File: src/sv/rlbe_pkg.sv
// ----------------------------------------------------------------------------
// rlbe_pkg
// Shared constants, types and the run flush function of the run-length
// byte encoder.
// ----------------------------------------------------------------------------
`default_nettype none

package rlbe_pkg;

  localparam int LEN_W            = 17;
  localparam int MAX_BLOCK_LENGTH = 65536;
  localparam int RES_SLOTS        = 4;
  localparam int CNT_W            = $clog2(RES_SLOTS + 1);
  localparam int PTR_W            = $clog2(RES_SLOTS);

  localparam logic [LEN_W-1:0] MAX_LEN          = LEN_W'(MAX_BLOCK_LENGTH);
  localparam logic [LEN_W-1:0] BLOCK_LENGTH_RST = LEN_W'(4096);

  localparam logic [7:0] ESC_MARK  = 8'hFF;
  localparam logic [7:0] RUN_CAP   = 8'd255;
  localparam logic [7:0] SHORT_RUN = 8'd3;

  typedef logic [7:0] byte_t;

  // Encoded bytes of one closed run: up to three bytes.
  typedef struct packed {
    logic [1:0]      cnt;
    logic [2:0][7:0] bytes;
  } flush_t;

  function automatic flush_t flush_run(input byte_t value, input byte_t length);
    flush_t f;
    f.cnt   = '0;
    f.bytes = '0;
    if (length > SHORT_RUN) begin
      f.cnt      = 2'd3;
      f.bytes[0] = ESC_MARK;
      f.bytes[1] = length;
      f.bytes[2] = value;
    end else if (length != '0) begin
      f.cnt      = length[1:0];
      f.bytes[0] = value;
      f.bytes[1] = value;
      f.bytes[2] = value;
    end
    return f;
  endfunction

endpackage

`default_nettype wire

File: src/sv/run_length_byte_encoder_unit.sv
// ----------------------------------------------------------------------------
// run_length_byte_encoder_unit
// Run-length byte encoder with a 0xFF escape marker, one input byte per item.
// ----------------------------------------------------------------------------
//  Channel | Ports                                       | Handshake
//  --------+---------------------------------------------+------------------
//  input   | in_byte                                     | in_valid/in_ready
//  result  | out_byte, out_valid, out_last, out_total    | out_item_valid/
//          |                                             | out_item_ready
//  config  | cfg_wr_data (block_length)                  | cfg_wr_en
//
//  An item is encoded in the cycle it is accepted and its results land in a
//  four-entry result register, drained one result per cycle while
//  out_item_ready is high. An item with results holds in_ready low while the
//  result register drains, until its last result is being taken.
//  in_ready is high when the result register is empty or its last entry is
//  taken in the same cycle. Reset (rst_n low, synchronous) clears all block
//  state and loads block_length with 4096; no clearing pass is needed.
// ----------------------------------------------------------------------------
`default_nettype none

module run_length_byte_encoder_unit
  import rlbe_pkg::*;
(
  input  wire              clk,
  input  wire              rst_n,
  input  wire              cfg_wr_en,
  input  wire [LEN_W-1:0]  cfg_wr_data,
  input  wire              in_valid,
  output logic             in_ready,
  input  wire [7:0]        in_byte,
  output logic             out_item_valid,
  input  wire              out_item_ready,
  output logic [7:0]       out_byte,
  output logic             out_valid,
  output logic             out_last,
  output logic [LEN_W-1:0] out_total
);

  logic [LEN_W-1:0] block_len_r;
  byte_t            run_val_r, run_val_nxt;
  byte_t            run_len_r, run_len_nxt;
  logic [LEN_W-1:0] taken_r, taken_nxt;
  logic [LEN_W-1:0] emitted_r, emitted_nxt;
  logic             full_r, full_nxt;

  logic [RES_SLOTS-1:0][7:0] res_r, res_nxt;
  logic [CNT_W-1:0]          cnt_r, cnt_nxt;
  logic [PTR_W-1:0]          ptr_r;
  logic                      res_valid_r, res_valid_nxt;
  logic                      blk_last_r;
  logic [LEN_W-1:0]          total_r, total_nxt;

  logic             in_acc, out_acc;
  logic [LEN_W-1:0] eff_len;
  logic             last;
  logic             extend;
  flush_t           flush_a, flush_b;
  logic [LEN_W:0]   emit_a, emit_all;
  logic             start_ok;
  byte_t            val1, len1;
  logic             full1;
  logic [CNT_W-1:0] n_tot;

  assign out_item_valid = (cnt_r != '0);
  assign out_acc        = out_item_valid && out_item_ready;
  assign in_ready       = (cnt_r == '0) || ((cnt_r == CNT_W'(1)) && out_item_ready);
  assign in_acc         = in_valid && in_ready;

  always_comb begin
    if (block_len_r == '0) begin
      eff_len = LEN_W'(1);
    end else if (block_len_r > MAX_LEN) begin
      eff_len = MAX_LEN;
    end else begin
      eff_len = block_len_r;
    end
  end

  assign last   = ({1'b0, taken_r} + (LEN_W+1)'(1)) >= {1'b0, eff_len};
  assign extend = (run_len_r != '0) && (in_byte == run_val_r) && (run_len_r < RUN_CAP);

  // First phase: extend the open run, or close it and try to open a new one.
  always_comb begin
    flush_a  = '0;
    val1     = run_val_r;
    len1     = run_len_r;
    full1    = full_r;
    if (!full_r && !extend) begin
      flush_a = flush_run(run_val_r, run_len_r);
    end
    emit_a   = {1'b0, emitted_r} + (LEN_W+1)'(flush_a.cnt);
    start_ok = emit_a < ({1'b0, eff_len} - (LEN_W+1)'(1));
    if (!full_r) begin
      if (extend) begin
        len1 = run_len_r + 8'd1;
      end else if (start_ok) begin
        val1 = in_byte;
        len1 = 8'd1;
      end else begin
        len1  = '0;
        full1 = 1'b1;
      end
    end
  end

  // Second phase: the final byte of the block closes whatever run is open.
  always_comb begin
    flush_b  = last ? flush_run(val1, len1) : '0;
    emit_all = emit_a + (LEN_W+1)'(flush_b.cnt);
    n_tot    = CNT_W'(flush_a.cnt) + CNT_W'(flush_b.cnt);
  end

  always_comb begin
    case (flush_a.cnt)
      2'd0: res_nxt = {8'h00, flush_b.bytes[2], flush_b.bytes[1], flush_b.bytes[0]};
      2'd1: res_nxt = {flush_b.bytes[2], flush_b.bytes[1], flush_b.bytes[0],
                       flush_a.bytes[0]};
      2'd2: res_nxt = {flush_b.bytes[1], flush_b.bytes[0], flush_a.bytes[1],
                       flush_a.bytes[0]};
      default: res_nxt = {flush_b.bytes[0], flush_a.bytes[2], flush_a.bytes[1],
                          flush_a.bytes[0]};
    endcase
  end

  always_comb begin
    run_val_nxt   = val1;
    run_len_nxt   = len1;
    full_nxt      = full1;
    taken_nxt     = taken_r + LEN_W'(1);
    emitted_nxt   = emit_all[LEN_W-1:0];
    total_nxt     = emit_all[LEN_W-1:0];
    cnt_nxt       = n_tot;
    res_valid_nxt = 1'b1;
    if (last) begin
      run_val_nxt = '0;
      run_len_nxt = '0;
      full_nxt    = 1'b0;
      taken_nxt   = '0;
      emitted_nxt = '0;
      // A final byte that encodes nothing still reports the block end.
      if (n_tot == '0) begin
        cnt_nxt       = CNT_W'(1);
        res_valid_nxt = 1'b0;
      end
    end
  end

  always_ff @(posedge clk) begin
    if (!rst_n) begin
      block_len_r <= BLOCK_LENGTH_RST;
    end else if (cfg_wr_en) begin
      block_len_r <= cfg_wr_data;
    end
  end

  always_ff @(posedge clk) begin
    if (!rst_n) begin
      run_val_r <= '0;
      run_len_r <= '0;
      taken_r   <= '0;
      emitted_r <= '0;
      full_r    <= 1'b0;
    end else if (in_acc) begin
      run_val_r <= run_val_nxt;
      run_len_r <= run_len_nxt;
      taken_r   <= taken_nxt;
      emitted_r <= emitted_nxt;
      full_r    <= full_nxt;
    end
  end

  always_ff @(posedge clk) begin
    if (!rst_n) begin
      cnt_r <= '0;
      ptr_r <= '0;
    end else if (in_acc) begin
      cnt_r <= cnt_nxt;
      ptr_r <= '0;
    end else if (out_acc) begin
      cnt_r <= cnt_r - CNT_W'(1);
      ptr_r <= ptr_r + PTR_W'(1);
    end
  end

  always_ff @(posedge clk) begin
    if (in_acc) begin
      res_r       <= res_nxt;
      res_valid_r <= res_valid_nxt;
      blk_last_r  <= last;
      total_r     <= total_nxt;
    end
  end

  assign out_valid = res_valid_r;
  assign out_byte  = res_valid_r ? res_r[ptr_r] : 8'h00;
  assign out_last  = blk_last_r && (cnt_r == CNT_W'(1));
  assign out_total = out_last ? total_r : '0;

endmodule

`default_nettype wire

File: config.mk
export PLATFORM = sky130hd
export DESIGN_NAME = run_length_byte_encoder_unit
export DESIGN_NICKNAME = d
export VERILOG_FILES = /design/src/sv/rlbe_pkg.sv /design/src/sv/run_length_byte_encoder_unit.sv
export SDC_FILE = /design/constraint.sdc
export NUM_CORES = 1
export LEC_CHECK = 0
export ABC_AREA = 0
export BUFFER_PORTS_ARGS = -buffer_cell sky130_fd_sc_hd__clkbuf_2
export CAP_MARGIN = 20
export CORE_MARGIN = 4
export CORE_UTILIZATION = 46
export DETAILED_ROUTE_END_ITERATION = 16
export REMOVE_ABC_BUFFERS = 1
export SETUP_SLACK_MARGIN = 0.05
export SLEW_MARGIN = 15
export SYNTH_ARGS = -nofsm -noshare
export SYNTH_HDL_FRONTEND = slang
export SYNTH_SLANG_ARGS = --single-unit
File: constraint.sdc
create_clock -name clk -period 8.3 [get_ports clk]
set_input_delay 0 -clock clk [delete_from_list [all_inputs] [get_ports clk]]
set_output_delay 0 -clock clk [all_outputs]
set_load 0.01 [all_outputs]
* Word level (Yosys, flattened, before mapping)
Index checks and enable logic that the tools add are counted.
Storage, ports and cells: bits in registers 124
Operators by class: equality and inequality tests 4, reductions and logical operators 19, bitwise gates (word level) 1, magnitude comparators 7, $add $sub $neg 9, muxes and demuxes 32
Operators with widths (count):
- 2-to-1 mux 26 bit | 6
- case mux 32 bit (3 select lines) | 1
- 2-to-1 mux 17 bit | 5
- 2-to-1 mux 8 bit | 9
- adder 17 x 1 -> 18 bit, second input constant | 1
- adder 17 x 2 -> 18 bit | 1
- greater-or-equal comparator 18 x 17 -> 1 bit | 1
- < comparator 18 bit | 1
- subtractor 17 x 1 -> 18 bit, second input constant | 1
- adder 17 x 1 -> 17 bit, second input constant | 1
- adder 17 x 2 -> 17 bit | 1
- greater-than comparator 17 bit, second input constant | 1
- zero test 17 bit | 1
- binary-select mux 8 bit (select 2 bit) | 1
- greater-than comparator 8 x 2 -> 1 bit, second input constant | 2
- nonzero test 8 bit | 2
- 2-to-1 mux 3 bit | 4
- adder 8 x 1 -> 8 bit, second input constant | 1
- equality test 8 bit | 1
- < comparator 8 bit, second input constant | 1
- logical AND 1 bit | 7
- zero test 3 bit | 2
- 2-to-1 mux 1 bit | 6
- adder 2 x 2 -> 3 bit | 1
- other kinds (13) | 14

* Logic depth before layout (Yosys ltp)
Gate-level depths: netlist (run 1).
word-level depth 20, depth in mapped cells 33, depth with buffers taken out 31

* Least setup slack after synthesis (run 1)
No wires, ideal clock.
path kind register to register, start point register run_len_r[0], end point register emitted_r[12], data required time 8.183 ns, stages on the path, launching flop included 33, path slack 1.665 ns, library setup time 0.117 ns, arrival time 6.518 ns, cell sequence dfxtp_1 clkbuf_1 clkinv_1 ha_1 a211oi_1 nand2_1 nand2_1 nor2_1 o21ai_0 clkbuf_1 inv_1 ha_1 a21o_1 nand2_1 nor3_1 nand3_1 xor2_1 inv_1 ha_1 nand3_1 nand2_1 or3_1 o22ai_1 and2_1 o22a_4 o21a_1 ha_1 ha_1 a31o_2 buf_2 nor3b_1 xnor2_1 a22o_1
On the way: word-level cells in the longest chain between the ends 17, elaborated cells on any way between the ends 23, classes of those cells 3 x add/sub; 4 x order compare; 10 x mux; 6 x reduce/logical
Ends and longest elaborated chain:
- start: declaration | RTL line run_length_byte_encoder_unit.sv:42 | byte_t run_len_r, run_len_nxt;
- start signal: assignment | RTL line run_length_byte_encoder_unit.sv:166 | run_len_r <= run_len_nxt;
- parallel branches: the longest is 15 deep, another holds adder 17 x 2 -> 18 bit
- adder 17 x 2 -> 17 bit (*) | RTL line run_length_byte_encoder_unit.sv:110 | emit_all = emit_a + (LEN_W+1)'(flush_b.cnt);
- via emit_all[12] | RTL line run_length_byte_encoder_unit.sv:59 | logic [LEN_W:0] emit_a, emit_all;
- 2-to-1 mux 17 bit (*) | RTL line run_length_byte_encoder_unit.sv:135 | if (last) begin
- end signal: assignment | RTL line run_length_byte_encoder_unit.sv:168 | emitted_r <= emitted_nxt;
- end: declaration | RTL line run_length_byte_encoder_unit.sv:44 | logic [LEN_W-1:0] emitted_r, emitted_nxt;
Mark *: on every way through the listed nets, which the timed path passes. A chain may end at the register's enable or synchronous reset.

* Worst setup path after layout (run 1)
start point register run_len_r[4], end point register total_r[11] (data pin)
On the way: word-level cells in the longest chain between the ends 16, elaborated cells on any way between the ends 22, classes of those cells 3 x add/sub; 4 x order compare; 9 x mux; 6 x reduce/logical
Ends and longest elaborated chain:
- parallel branches: the longest is 15 deep, another holds adder 17 x 2 -> 18 bit
- adder 17 x 2 -> 17 bit (*) | RTL line run_length_byte_encoder_unit.sv:110
- via emit_all[11] | RTL line run_length_byte_encoder_unit.sv:59
- end signal: assignment | RTL line run_length_byte_encoder_unit.sv:191 | total_r <= total_nxt;
- end: declaration | RTL line run_length_byte_encoder_unit.sv:52 | logic [LEN_W-1:0] total_r, total_nxt;
Marked as above.

==> impl_metrics.toml, run 1 <==
[power_and_ir_drop]
switchingPower_uw = 750
power_mw = 2.20
irDropWorstVdd_uv = 167
powerDensity_mw_per_mm2 = 229
p_leak_nw = 3.79
sequentialPowerShare = 0.389
pwr-share-clk = 0.342
switching_share = 0.341
combPwrFrac = 0.269
p_int_mw = 1.45

[setup_path]
cp.required_ns = 8.45
path_max_fanout = 17
arrival_ns = 7.71
r2r_cells = 26
r2r_slack_ns = 0.74
r2r-start = "run_len_r[4]$_SDFFE_PN0P_"
critPathLaunchType = "flop"
crit_type = "flop to flop"
rr_endpoint = "total_r[11]$_DFFE_PP_"
setup.worst_path.end_class = "flop"

[clock_network]
htree_levels = 4
insertion_delay_ns = 0.43
clk_pin_slew_ns = 0.06
root_buffer = "clkbuf_16"
cts_setup_buffers = 0
cts_buffers = 17
tritoncts = "yes"
clkSinkCount = 124
clockBufferDepth = 2

[grt]
grt_pass1_wl_mm = 36.9
grt_pass1_vias = 6883
grt_max_degree = 56
antenna_found_initial = 0
global_route.overflow_total = 0
grt_use_total = 0.228

[sta]
period_share = 0.911
finalClockSkew_ns = 0.00922
final.setup.worst_slack_ns = 0.741
slew-limit-headroom = 0.386
min_period_ns = 7.56
hold_viol_final = 0
tns_ns = 0
setup_viol = 0
max_freq_mhz = 132
worst_pin_slew_ns = 0.909
final_max_slew_viol_count = 0
rsz0062_at_grt = "false"

[drt]
first_iter_violations = 696
via_per_inst = 5.95
drc = 0
post_drt_wl_per_cell_um = 18.2
ant_nets = 0
vias = 7381
wl_mm = 22.6
first_pass_iters = 6

[die]
std_cell_rows = 48
dieWidth_um = 142
ios = 59
initial_core_util = 0.474
die_h_um = 142
fp.coreArea_mm2 = 0.0175
fp.dieArea_mm2 = 0.0202

[final_layout]
nFillCells = 1587
multi_input_area_mm2 = 0.00499
drive_gt1_frac = 0.123
diodes = 0
nets = 1079
regArea_mm2 = 0.00299
instances_no_fill = 1241
syn_to_final_growth_pct = 16.0

[synthesis]
yosys_warnings = 0
ys_ff_latch = 124
syn_inst = 937
synth_edf_count = 51
yosysUniqueCellTypes = 78
ys.flop_type = "dfxtp_1"
syn-mean-instance-area_um2 = 8.84
async_reset_ff_frac = 0
ys_seq_area_frac = 0.361
netlist_area_mm2 = 0.00828

[placement]
io_buffers = 58
placedCellCount = 1182
routabilityCongestion = 0.957
dp_hpwl_mm = 16.2
preCtsSetupSlack_ns = 0.961

[run]
cap_violations = 0

[status]
status = "completed"

[worst_hold_path]
hold_depth = 5
hp-class = "input pin to flop"
worstHoldEndpoint = "cnt_r[2]$_SDFFE_PN0P_"
hold_start = "in_valid"
==> flip-flops by register name, summed over array words and instances, names as in the netlist <==
register	cells
block_len_r	17
out_valid	1
taken_r	17
blk_last_r	1
emitted_r	17
run_val_r	8
cnt_r	3
ptr_r	2
run_len_r	8
res_r	32
full_r	1
total_r	17
==> power by group through the flow <==
stage               logic [mW]  registers (mW)  clock network, mW
global route             0.656           0.869              0.789
CTS                      0.588           0.855              0.759
detailed placement       0.575           0.868                  0
finish                   0.592           0.855              0.752
floorplan                0.394           0.841                  0
global placement         0.579           0.866                  0
==> cells by family after synthesis <==
| logic type | share of synthesized area |
|---|---|
| other | 0.000453 |
| and+or+nand+nor | 0.201 |
| xor gates and xnor gates | 0.0719 |
| buffers and inverters | 0.0385 |
| AOI/OAI and AO/OA | 0.203 |
| adders and majority gates | 0.0704 |
| DFF | 0.361 |
| muxes | 0.0532 |
==> area by class of cell <==
cell class	instances	share of cell area
Timing Repair Buffer	94	0.0654
Clock inverter	15	0.0172
Sequential cell	124	0.312
Inverter	33	0.0129
Multi-Input combinational cell	733	0.519
Clock buffer	17	0.0443
Tap cell	225	0.0293
==> per-stage QoR <==
step	hold slack, ns	area (um2)	utilization
3_3_place_gp	0.187	8730	0.500
3_5_place_dp	0.191	8730	0.500
4_1_cts	0.110	9590	0.549
2_1_floorplan	0.0619	8080	-
5_1_grt	0.156	9610	0.550
6_report	0.122	9610	0.550
==> what timing repair did <==
| item | CTS | global route |
|---|---|---|
| gates resized for setup | 0 | 0 |
| hold buffers | 27 | 0 |
| setup endpoints to repair | 0 | 0 |
| hold endpoints to repair | 28 | 0 |
==> worst max-delay path: stages, from the launching register on <==
cell	delay, ns
dfxtp_1	0.40
nor2_1	0.19
and3_1	0.54
a211oi_1	0.29
a21oi_1	0.42
nand2_1	0.13
nor2_1	0.19
ha_1	0.24
inv_1	0.07
fa_1	0.46
nand2b_1	0.20
nor3_1	0.48
nand2_1	0.15
nor2_1	0.15
xor2_1	0.38
ha_1	0.34
a21oi_1	0.17
nand2_1	0.06
or3_1	0.34
o22ai_1	0.18
and2_1	0.28
o22a_4	0.23
o21a_1	0.14
ha_1	0.31
a21oi_1	0.18
o41ai_1	0.60
xor2_1	0.15
==> worst max-delay path by stage <==
| stage | startpoint | end | cells past startpoint |
|---|---|---|---|
| floorplan | block_len_r[3]$_SDFFE_PN0P_ | run_len_r[5]$_SDFFE_PN0P_ | 15 |
| global placement | run_len_r[2]$_SDFFE_PN0P_ | emitted_r[12]$_SDFFE_PN0P_ | 28 |
| detailed placement | run_len_r[2]$_SDFFE_PN0P_ | emitted_r[12]$_SDFFE_PN0P_ | 28 |
| CTS | run_len_r[2]$_SDFFE_PN0P_ | emitted_r[12]$_SDFFE_PN0P_ | 28 |
| global route | run_len_r[2]$_SDFFE_PN0P_ | emitted_r[11]$_SDFFE_PN0P_ | 27 |
| finish | run_len_r[4]$_SDFFE_PN0P_ | total_r[11]$_DFFE_PP_ | 26 |
==> cells in the mapped netlist (30+ instances only) <==
cell type,instances,area (um2)
edfxtp_1,51,1530
inv_1,30,113
nand2_1,98,368
and2_1,31,194
dfxtp_1,73,1460
xnor2_1,44,385
ha_1,45,563
clkbuf_1,33,124
a21oi_1,56,280
nor2_1,89,334
o21ai_0,47,235
a22o_1,32,280
==> routing by layer <==
metal  wire [um]  share of wire  GRT usage  vias to the layer above
met4         506          0.022     0.0778                        0
met2        9460           0.42      0.331                      305
met3        1760          0.078     0.0444                       41
li1            -              -          -                     3588
met1       10800           0.48      0.338                     3447
met5           0              0          0                        -
==> layout by cell type (no fill, tap or decap), types with 4 or more instances in the layout <==
master,n
nand4_1,22
dfxtp_1,73
inv_1,29
dlygate4sd3_1,27
clkbuf_2,58
edfxtp_1,51
or3_1,6
nand3_1,29
clkinv_4,4
nand2_1,98
and2_1,31
a211oi_1,7
o21ai_0,46
a21oi_1,56
a21o_1,14
o21a_1,6
clkbuf_16,17
xnor2_1,44
nor3_1,15
mux4_2,8
and3_1,7
nor2_1,88
nand2b_1,9
buf_4,9
a31oi_1,10
inv_6,4
ha_1,45
o22ai_1,12
clkinvlp_4,4
nor4_1,8
a22o_1,32
o21ai_1,8
o41ai_1,5
mux2i_1,26
xor2_1,24
Power figures use the tool's default switching activity.
==> run 2: changes to the inputs <==
- CORE_ASPECT_RATIO: unset -> 0.75
- REMOVE_ABC_BUFFERS: 1 -> unset
==> run 2 against run 1 <==
Effect of this change: critical path depth rose by 2; highest routed layer unchanged; power increased by 0.80%; largest power group unchanged; routed wire length is 5.1% higher; first-iteration DRC count increased by 12%.
==> impl_metrics.toml, run 2 (same netlist as run 1, synthesis figures left out) <==
[grt]
global_route.overflow_total = 0
grt_pass1_wl_mm = 37.7
grt_max_degree = 49
grt_use_total = 0.241
antenna_found_initial = 0
grt_pass1_vias = 6607

[final_layout]
largest_reg_flops = 32
drive_gt1_frac = 0.125
syn_to_final_growth_pct = 16.4
diodes = 0
final_cell_mix = "nand2_1, nor2_1, dfxtp_1"
top_register = "res_r"
final_util = 0.546
nFillCells = 1660
nets = 1080
layout_commonest_cell = "nand2_1"

[die]
initial_core_util = 0.469
fp.dieArea_mm2 = 0.0202
die_h_um = 124
std_cell_rows = 42
ios = 59
dieWidth_um = 163
fp.coreArea_mm2 = 0.0177

[setup_path]
crit_buf_inv = 1
crit_path_max_incr_delay_ns = 0.64
cp_slowest_cell = "o41ai_1"
cp.required_ns = 8.61
critPathLaunchType = "flop"
cpMostUsedCell = "ha_1"
crit_type = "flop to flop"
path_max_fanout = 16
arrival_ns = 7.83
cp_top_family = "simple AND/OR/NAND/NOR gates"
setup.worst_path.end_class = "flop"

[clock_network]
htree_levels = 4
cts_buffers = 17
clkSinkCount = 124
tritoncts = "yes"
clk_pin_slew_ns = 0.06
cts_setup_buffers = 0
clockBufferDepth = 2
insertion_delay_ns = 0.43
root_buffer = "clkbuf_16"

[sta]
tns_ns = 0
slew-limit-headroom = 0.330
hold_viol_final = 0
setup_viol = 0
rsz0062_at_grt = "false"
period_share = 0.906
worst_pin_slew_ns = 1.00
finalClockSkew_ns = 0.0104
final_max_slew_viol_count = 0
min_period_ns = 7.52
max_freq_mhz = 133

[drt]
via_per_inst = 5.88
first_iter_violations = 780
vias = 7402
drc = 0
post_drt_wl_per_cell_um = 18.8
ant_nets = 0
first_pass_iters = 5
wl_mm = 23.7

[synthesis]
syn-num-nets = 1013

[placement]
dp_hpwl_mm = 17.0
io_buffers = 58
routabilityCongestion = 0.999

[power_and_ir_drop]
powerDensity_mw_per_mm2 = 230
power_mw = 2.22
irDropWorstVdd_uv = 138
p_leak_nw = 3.80

[run]
cap_violations = 0

[status]
status = "completed"

[worst_hold_path]
hp-class = "input pin to flop"
[run 2: changes by cell type in the layout (fill, tap and decap cells not counted), sizes merged]
cell / change
buf: +1
clkinvlp: -2
inv: +2
[run 2: metrics by stage]
stage	std cells	cell area, um2	setup WS [ns]	hold WS [ns]
after global placement	1200	8770	0.875	0.195
after global routing	1259	9640	0.245	0.133
final	1259	9640	0.784	0.124
after detailed placement	1200	8770	0.767	0.196
after floorplan	937	8280	1.66	0.0619
after CTS	1259	9630	0.717	0.104
[run 2: worst register-to-register path: cells and delay by family, from the launching register on]
family                     cells  cell delay (ns)
AOI/OAI and AO/OA              8             2.12
xor gates and xnor gates       1             0.32
adders and majority gates      5             1.58
buffers and inverters          1             0.06
DFF                            1             0.59
muxes                          1             0.07
and+or+nand+nor               12             2.63
[run 2: report_power, final]
group,leakage [nW],switching (mW),internal (mW),total (mW)
clock,0.284,0.307,0.447,0.754
sequential,1.09,0.0853,0.774,0.859
combinational,2.42,0.376,0.228,0.604
[run 2: repair_timing]
item,4_1_cts,5_1_grt
hold buffers,27,0
hold endpoints to repair,29,0
gates resized for setup,0,2
endpoints found under the setup margin,0,3
[run 2: worst paths after layout]
path,to,cells past startpoint,from,slack [ns]
min,cnt_r[1]$_SDFFE_PN0P_,3,in_valid,0.12
max,emitted_r[11]$_SDFFE_PN0P_,28,run_len_r[1]$_SDFFE_PN0P_,0.78
max reg2reg,emitted_r[11]$_SDFFE_PN0P_,28,run_len_r[1]$_SDFFE_PN0P_,0.78
min reg2reg,emitted_r[16]$_SDFFE_PN0P_,1,emitted_r[16]$_SDFFE_PN0P_,0.49
[run 2: area by class of cell]
class	instances	area, um2	share of cell area
multi-input combinational	733	5000	0.518
timing repair buffer	95	636	0.0659
inverter	33	124	0.0128
tap	242	303	0.0314
clock inverter	15	161	0.0167
sequential	124	2990	0.310
clock buffer	17	425	0.0441
[run 2: per-layer routing]
layer,vias up,global-route usage,wire [um]
met3,26,0.0662,2130
met4,0,0.0597,313
met1,3464,0.375,12000
met5,-,0,0
li1,3596,-,-
met2,316,0.324,9300
